[config.mk]
export PLATFORM = sky130hd
export DESIGN_NAME = ascii85_decoder_core
export DESIGN_NICKNAME = d
export VERILOG_FILES = /design/src/rtl/core/a85d_pkg.sv /design/src/rtl/core/ascii85_decoder_core.sv /design/src/rtl/core/a85d_fifo.sv /design/src/rtl/core/a85d_front.sv /design/src/rtl/core/a85d_back.sv
export SDC_FILE = /design/constraint.sdc
export NUM_CORES = 2
export LEC_CHECK = 0
export BUFFER_PORTS_ARGS = -buffer_cell sky130_fd_sc_hd__buf_2
export CORE_ASPECT_RATIO = 2
export CORE_UTILIZATION = 50
export CTS_CLUSTER_SIZE = 14
export DETAILED_ROUTE_END_ITERATION = 7
export PLACE_DENSITY = 0.66
export SLEW_MARGIN = 25
export SYNTH_ARGS = -nofsm -noshare
export SYNTH_HDL_FRONTEND = slang
export SYNTH_SLANG_ARGS = --single-unit
[constraint.sdc]
create_clock -name clk -period 7.93 [get_ports clk]
set_clock_uncertainty 0.15 [all_clocks]
set_input_delay 0.793 -clock clk [delete_from_list [all_inputs] [get_ports clk]]
set_output_delay 0.793 -clock clk [all_outputs]
set_load 0.005 [all_outputs]
[src/rtl/core/a85d_pkg.sv]
// shared types, constants and power table for the ascii85 decoder
// no dependencies
`default_nettype none

package a85d_pkg;

  localparam int unsigned QDepth  = 4;
  localparam int unsigned QAddrW  = $clog2(QDepth);
  localparam int unsigned QCntW   = $clog2(QDepth + 1);

  localparam logic [7:0]  FirstDigit   = 8'd33;
  localparam logic [7:0]  LastDigit    = 8'd117;
  localparam logic [7:0]  ZeroGroupChr = 8'd122;
  localparam logic [31:0] DigitBase    = 32'd85;
  localparam logic [2:0]  GroupDigits  = 3'd5;
  localparam logic [2:0]  LastSlot     = 3'd4;

  typedef struct packed {
    logic [7:0] char_code;
    logic       end_of_text;
  } in_item_t;

  typedef struct packed {
    logic [7:0] data_byte;
    logic       final_byte;
  } out_item_t;

  // one group request from front to back
  typedef struct packed {
    logic [31:0] word;      // accumulator before padding
    logic [2:0]  pad_k;     // pad digits still to fold in (0..3)
    logic [1:0]  len_m1;    // bytes to emit minus one
    logic        fin;       // last byte carries final_byte
  } op_t;

  // 85^k, k = 0..4
  function automatic logic [31:0] pad_pow(input logic [2:0] k);
    logic [31:0] p;
    unique case (k)
      3'd0:    p = 32'd1;
      3'd1:    p = 32'd85;
      3'd2:    p = 32'd7225;
      3'd3:    p = 32'd614125;
      3'd4:    p = 32'd52200625;
      default: p = 32'd1;
    endcase
    return p;
  endfunction

endpackage

`default_nettype wire

[src/rtl/core/ascii85_decoder_core.sv]
// ascii85 decoder top level: front, request queue and back
// depends on a85d_pkg, a85d_front, a85d_fifo, a85d_back
//
// Input channel: one text character per request with its end-of-text flag,
// taken on a clock edge with in_push high and in_full low. Digits '!'..'u'
// fold into the group accumulator; 'z' at a group boundary gives four zero
// bytes; any other character is dropped but its end flag still closes the text.
// Result channel: decoded bytes, most significant of each group first, shown
// while out_empty is low and taken with out_pop. final_byte marks the last byte
// caused by an end-flagged character.
// Throughput: one character per cycle while in_full is low and one byte per cycle
// while the receiver pops. Five digits give four bytes, so plain text streams at
// full rate; runs of 'z', four bytes each, are limited by the byte port.
// The first byte of a group becomes visible after the closing character passes
// the queue write, the pad multiply-add register and the byte register.
// A four-entry request queue sits between the character side and the byte side;
// when the receiver stalls, the queue fills and in_full rises.
// Reset (rst_n low, synchronous) empties the queue and clears the group.
`default_nettype none

module ascii85_decoder_core (
  input  wire logic               clk,
  input  wire logic               rst_n,
  input  wire logic               in_push,
  output logic                    in_full,
  input  wire a85d_pkg::in_item_t in_item,
  output logic                    out_empty,
  input  wire logic               out_pop,
  output a85d_pkg::out_item_t     out_item
);

  logic          q_push, q_full, q_pop, q_valid;
  a85d_pkg::op_t q_wop, q_rop;

  assign in_full = q_full;

  a85d_front u_front (
    .clk     (clk),
    .rst_n   (rst_n),
    .in_push (in_push),
    .in_item (in_item),
    .q_full  (q_full),
    .q_push  (q_push),
    .q_op    (q_wop)
  );

  a85d_fifo u_fifo (
    .clk     (clk),
    .rst_n   (rst_n),
    .push    (q_push),
    .push_op (q_wop),
    .full    (q_full),
    .pop     (q_pop),
    .pop_op  (q_rop),
    .valid   (q_valid)
  );

  a85d_back u_back (
    .clk       (clk),
    .rst_n     (rst_n),
    .q_valid   (q_valid),
    .q_op      (q_rop),
    .q_pop     (q_pop),
    .out_empty (out_empty),
    .out_pop   (out_pop),
    .out_item  (out_item)
  );

endmodule

`default_nettype wire

[src/rtl/core/a85d_fifo.sv]
// short request queue between the decoder front and back
// depends on a85d_pkg
`default_nettype none

module a85d_fifo (
  input  wire logic           clk,
  input  wire logic           rst_n,
  input  wire logic           push,
  input  wire a85d_pkg::op_t  push_op,
  output logic                full,
  input  wire logic           pop,
  output a85d_pkg::op_t       pop_op,
  output logic                valid
);

  a85d_pkg::op_t                    mem [a85d_pkg::QDepth];
  logic [a85d_pkg::QAddrW-1:0]      wr_ptr_r, wr_ptr_nxt;
  logic [a85d_pkg::QAddrW-1:0]      rd_ptr_r, rd_ptr_nxt;
  logic [a85d_pkg::QCntW-1:0]       cnt_r, cnt_nxt;
  logic                             do_push, do_pop;

  assign full    = (cnt_r == a85d_pkg::QCntW'(a85d_pkg::QDepth));
  assign valid   = (cnt_r != '0);
  assign do_push = push && !full;
  assign do_pop  = pop && valid;
  assign pop_op  = mem[rd_ptr_r];

  always_comb begin
    wr_ptr_nxt = do_push ? wr_ptr_r + 1'b1 : wr_ptr_r;
    rd_ptr_nxt = do_pop ? rd_ptr_r + 1'b1 : rd_ptr_r;
    cnt_nxt    = cnt_r;
    if (do_push && !do_pop) begin
      cnt_nxt = cnt_r + 1'b1;
    end else if (do_pop && !do_push) begin
      cnt_nxt = cnt_r - 1'b1;
    end
  end

  always_ff @(posedge clk) begin
    if (!rst_n) begin
      wr_ptr_r <= '0;
      rd_ptr_r <= '0;
      cnt_r    <= '0;
    end else begin
      wr_ptr_r <= wr_ptr_nxt;
      rd_ptr_r <= rd_ptr_nxt;
      cnt_r    <= cnt_nxt;
    end
  end

  always_ff @(posedge clk) begin
    if (do_push) begin
      mem[wr_ptr_r] <= push_op;
    end
  end

endmodule

`default_nettype wire

[src/rtl/core/a85d_front.sv]
// decoder front: classifies characters, folds digits into the group accumulator
// and queues one group request per character that yields bytes; depends on a85d_pkg
`default_nettype none

module a85d_front (
  input  wire logic              clk,
  input  wire logic              rst_n,
  input  wire logic              in_push,
  input  wire a85d_pkg::in_item_t in_item,
  input  wire logic              q_full,
  output logic                   q_push,
  output a85d_pkg::op_t          q_op
);

  logic [31:0] acc_r, acc_nxt;
  logic [2:0]  cnt_r, cnt_nxt;
  logic        accept;
  logic        is_digit, is_zero;
  logic [6:0]  digit;
  logic [31:0] acc_mac;
  logic [2:0]  cnt_inc;

  assign accept   = in_push && !q_full;
  assign is_digit = (in_item.char_code >= a85d_pkg::FirstDigit) &&
                    (in_item.char_code <= a85d_pkg::LastDigit);
  assign is_zero  = (in_item.char_code == a85d_pkg::ZeroGroupChr) && (cnt_r == '0);
  assign digit    = in_item.char_code[6:0] - a85d_pkg::FirstDigit[6:0];
  assign acc_mac  = acc_r * a85d_pkg::DigitBase + {25'd0, digit};
  assign cnt_inc  = cnt_r + 3'd1;

  always_comb begin
    acc_nxt     = acc_r;
    cnt_nxt     = cnt_r;
    q_push      = 1'b0;
    q_op.word   = acc_mac;
    q_op.pad_k  = '0;
    q_op.len_m1 = 2'd3;
    q_op.fin    = in_item.end_of_text;
    if (is_digit) begin
      if (cnt_r == a85d_pkg::LastSlot) begin
        q_push  = 1'b1;
        acc_nxt = '0;
        cnt_nxt = '0;
      end else begin
        acc_nxt = acc_mac;
        cnt_nxt = cnt_inc;
        // partial group closed by the end flag: n digits give n-1 bytes
        if (in_item.end_of_text && cnt_inc >= 3'd2) begin
          q_push      = 1'b1;
          q_op.pad_k  = a85d_pkg::GroupDigits - cnt_inc;
          q_op.len_m1 = 2'(cnt_inc - 3'd2);
        end
      end
    end else if (is_zero) begin
      q_push    = 1'b1;
      q_op.word = '0;
    end else if (in_item.end_of_text && cnt_r >= 3'd2) begin
      q_push      = 1'b1;
      q_op.word   = acc_r;
      q_op.pad_k  = a85d_pkg::GroupDigits - cnt_r;
      q_op.len_m1 = 2'(cnt_r - 3'd2);
    end
    if (in_item.end_of_text) begin
      acc_nxt = '0;
      cnt_nxt = '0;
    end
    if (!accept) begin
      q_push  = 1'b0;
      acc_nxt = acc_r;
      cnt_nxt = cnt_r;
    end
  end

  always_ff @(posedge clk) begin
    if (!rst_n) begin
      acc_r <= '0;
      cnt_r <= '0;
    end else begin
      acc_r <= acc_nxt;
      cnt_r <= cnt_nxt;
    end
  end

endmodule

`default_nettype wire

[src/rtl/core/a85d_back.sv]
// decoder back: pads partial groups with one multiply-add stage, then sends
// the group out one byte per cycle while the receiver pops, most significant first; depends on a85d_pkg
`default_nettype none

module a85d_back (
  input  wire logic          clk,
  input  wire logic          rst_n,
  input  wire logic          q_valid,
  input  wire a85d_pkg::op_t q_op,
  output logic               q_pop,
  output logic               out_empty,
  input  wire logic          out_pop,
  output a85d_pkg::out_item_t out_item
);

  // pad stage
  logic        pv_r, pv_nxt;
  logic [31:0] pword_r;
  logic [1:0]  plen_r;
  logic        pfin_r;
  // byte serializer
  logic        sv_r, sv_nxt;
  logic [31:0] sword_r, sword_nxt;
  logic [1:0]  slen_r, slen_nxt;
  logic        sfin_r, sfin_nxt;

  logic        pop_fire, ser_ld, pad_ld;
  logic [31:0] pow_k, padded;

  assign pop_fire = out_pop && sv_r;
  assign ser_ld   = pv_r && (!sv_r || (pop_fire && slen_r == '0));
  assign pad_ld   = q_valid && (!pv_r || ser_ld);
  assign q_pop    = pad_ld;

  // padding with digit 84 for k places: (w+1)*85^k - 1 = w*85^k + (85^k - 1)
  assign pow_k  = a85d_pkg::pad_pow(q_op.pad_k);
  assign padded = q_op.word * pow_k + (pow_k - 32'd1);

  always_comb begin
    pv_nxt    = pv_r;
    sv_nxt    = sv_r;
    sword_nxt = sword_r;
    slen_nxt  = slen_r;
    sfin_nxt  = sfin_r;
    if (pad_ld) begin
      pv_nxt = 1'b1;
    end else if (ser_ld) begin
      pv_nxt = 1'b0;
    end
    if (ser_ld) begin
      sv_nxt    = 1'b1;
      sword_nxt = pword_r;
      slen_nxt  = plen_r;
      sfin_nxt  = pfin_r;
    end else if (pop_fire) begin
      if (slen_r == '0) begin
        sv_nxt = 1'b0;
      end else begin
        sword_nxt = {sword_r[23:0], 8'd0};
        slen_nxt  = slen_r - 2'd1;
      end
    end
  end

  always_ff @(posedge clk) begin
    if (!rst_n) begin
      pv_r <= 1'b0;
      sv_r <= 1'b0;
    end else begin
      pv_r <= pv_nxt;
      sv_r <= sv_nxt;
    end
  end

  always_ff @(posedge clk) begin
    if (pad_ld) begin
      pword_r <= padded;
      plen_r  <= q_op.len_m1;
      pfin_r  <= q_op.fin;
    end
    sword_r <= sword_nxt;
    slen_r  <= slen_nxt;
    sfin_r  <= sfin_nxt;
  end

  assign out_empty           = !sv_r;
  assign out_item.data_byte  = sword_r[31:24];
  assign out_item.final_byte = sfin_r && (slen_r == '0);

endmodule

`default_nettype wire

==> summary by stage <==
Status
The flow ran to the end, and the final reports show no timing, DRC or antenna violations.

Placed design
Routability-driven placement finished with a final weighted congestion of 1.051. The number of buffer cells added on primary ports is 23. Summed over all nets, the half-perimeter wirelength after detailed placement is 65.42 mm.

Routing
The overall routed net length is 77.69 mm. The first detailed-routing pass ran for 5 iterations. The DRC violation count after routing is 0. The total number of vias is 18,887. The routed wire length per instance is 22.22 um. The vias per cell is 5.401. The number of antenna-violating nets in the routed design is 0. The number of DRC violations after detailed-routing iteration 0 is 822.

Timing
The relative slew slack is 37.41%. The final count of hold timing violations is 0. The fmax is 0.1270 GHz. The count of final setup violators is 0.

The final period demand of the worst path is 7876 ps. The portion of the clock cycle consumed by the worst path in the final layout is 99.31%. Adding up every negative setup slack in the final design gives 0 ps.

The number of max-slew violations in the final report is 0. The slew at the pin closest to its max-slew limit is 915.3 ps. Setup repair after global routing could not meet its margin everywhere.

Synthesis
The number of warnings printed during yosys synthesis is 0. The leading register cell type out of synthesis is edfxtp_1. After synthesis, the share of flip-flops with an asynchronous set or reset is 0%. The sequential-to-total area share from yosys stat is 27.79%. The number of nets produced by synthesis is 3,253.

Counting every instance in the synthesized netlist gives 2,598. The count of state elements after synthesis is 268. The number of different library cells used by synthesis comes to 80. The number of synthesized flops with an enable pin is 222. The mean cell area of the mapped netlist is 10.51 um^2. Summing every instance area after synthesis gives 27,300 um^2.

Die
The chip height is 332.5 um. 24 I/O pins were placed. The effective utilization at floorplan is 50.80%. The floorplan die width is 167.2 um.

The die covers 55,600 um^2. Row generation in the floorplan step produced 120 rows. The placeable core region is 53,750 um^2.

GRT
The number of global-route vias before repair is 21,075. The number of antenna violations at the first check in global routing was 0. The pin count of the biggest net entering global routing is 49. Across every metal layer, demand over resource in global routing totals 29.26%.

Global routing finished with a remaining overflow of 0. The wire length of the first global-routing pass is 118.7 mm.

Finish
The layout has 4,660 filler cells. Compared with the post-synthesis result, the final layout area differs by 13.47%. The post-route netlist has 15.25% of its cells at a drive strength greater than 1. The final-stage net count is 3,461. The repair_antennas step left the layout with diodes totalling 0.

Flow run
The tool flagged a number of max-cap violations equal to 0.

Hold path
The worst hold endpoint is u_back.sfin_r. The path class of the tightest hold or removal check is flop to flop. The worst hold path was traced through 0 stages.

The startpoint identified for the worst hold timing path is u_back.pfin_r.

Clock tree
The number of clock buffers inserted by TritonCTS is 26. The hold buffer count at cts is 0. Clock-pin slew was measured on the worst setup and hold paths at 80 ps. The worst-case clock buffer depth is 3.

The number of levels the H-tree was split into is 1. The clock sink total is 268. The insertion delay of the later-clocked pin in the worst-skew pair is 590 ps.

The cell chosen for the clock root is clkbuf_16. TritonCTS built the clock tree.

Worst setup path
Across all register-to-register paths, the minimum setup slack is 50 ps. The category of the critical setup timing path is flop to flop. The required arrival time at the worst endpoint is 8120 ps. The critical register-to-register path endpoint is u_back.pword_r[30].

Along the worst path, the maximum fanout reaches 6. Data arrives at the worst endpoint at 8070 ps. The worst setup path is launched from a flop. STA classifies the critical path endpoint as a flop. The length in cells of the worst reg-to-reg path is 27.
registers in the layout (all words and copies together), names as in the netlist, 3 cells and up, named ones only:
signal	flops
u_back.pword_r	32
u_front.cnt_r	3
u_front.acc_r	32
u_back.sword_r	32
u_fifo.mem	152
u_fifo.cnt_r	3
cell type report:
cell class,instances,area (um^2),share of cell area [%]
Sequential cell,268,7592,24.51
Tap cell,671,839.6,2.710
Multi-Input combinational cell,1596,17300,55.84
Clock buffer,41,789.5,2.548
Inverter,667,2504,8.081
Clock inverter,7,60.06,0.1938
Timing Repair Buffer,247,1898,6.126
logic make-up after synthesis:
logic type      share of synthesized area [%]
buf+inv                                 10.37
simple gates                            9.247
compound gates                          6.594
flops                                   27.79
fa+ha+maj                               39.12
mux                                     3.377
xor+xnor                                3.496
synthesized netlist by cell type, drive strengths merged, types with 30 or more instances:
library cell,number,area (um^2)
a21oi,71,359.1
a22oi,31,232.7
and2,60,377.9
clkbuf,40,150.1
dfxtp,46,920.9
edfxtp,222,6666
fa,353,7067
ha,289,3616
inv,667,2504
mux4,38,859.6
nand2,262,983.4
nor2,56,210.2
nor2b,48,300.3
o21ai,39,198.9
xnor2,79,691.9
xor2,30,262.8
routing by layer:
layer	vias up	GRT usage, %	wire (um)
li1	8666	-	-
met1	9445	24.06	22730
met2	483	58.66	43830
met3	293	3.927	2512
met4	0	25.57	8613
met5	-	0	0
critical path, stage by stage, from the launching register on:
cell and delay (ps):
dfxtp_4 380, buf_6 100, mux4_2 530, buf_4 160, o21ai_1 220, o21a_2 310
nand2_1 110, fa_1 520, fa_1 590, fa_1 440, fa_1 500, fa_1 510
inv_2 40, fa_1 550, inv_2 40, fa_1 510, inv_2 50, ha_4 200
a21o_1 160, a21o_1 160, a21oi_2 160, o31ai_4 110, a311oi_4 310, buf_4 190
o21ai_4 60, a31o_2 260, a21o_1 160, xor2_1 140
through the flow:
step | util, % | setup slack, ps | area, um^2 | instances | hold slack, ps
after detailed placement | 55.01 | -183.0 | 29570 | 3432 | 259.3
after global placement | 55.01 | -109.5 | 29570 | 3432 | 263.7
after floorplan | - | 50.34 | 27310 | 2598 | 250.3
after global routing | 57.64 | -161.3 | 30980 | 3497 | 299.0
final | 57.64 | 54.41 | 30980 | 3497 | 271.8
after CTS | 56.62 | 5.500 | 30430 | 3480 | 275.0
repair_timing:
action	4_1_cts	5_1_grt
hold endpoints to repair	0	0
resized for setup	7	99
cloned	0	1
pin swaps	1	70
setup endpoints to repair	2	8
setup buffers	0	17
worst max-delay path by stage:
stage / start / end / slack, ps / depth (start not counted)
after floorplan: flop / u_back.pword_r[30] / 50 / 28
final: flop / u_back.pword_r[30] / 50 / 27
after detailed placement: flop / u_back.pword_r[30] / -180 / 28
after CTS: flop / u_back.pword_r[30] / 6 / 28
after global routing: flop / u_back.pword_r[31] / -160 / 31
after global placement: flop / u_back.pword_r[30] / -110 / 28
cells in the final DEF (no fill, tap or decap), drive strengths merged, types with 9 or more instances in the layout:
master  count
fa        353
o211ai      9
nor3       21
o21bai     11
nand2b     11
nor2b      48
and3       12
a22oi      31
ha        289
xnor2      79
clkbuf     42
nand3      18
inv       668
a21o       28
nor2       56
o21a       11
nand2     262
edfxtp    222
a21oi      71
dfxtp      46
mux4       38
buf       246
o21ai      39
or3        10
xor2       30
and2       60
or2        13
Power is not shown: default switching activity piles up to over one toggle a cycle in this logic, so the estimate is an artifact.
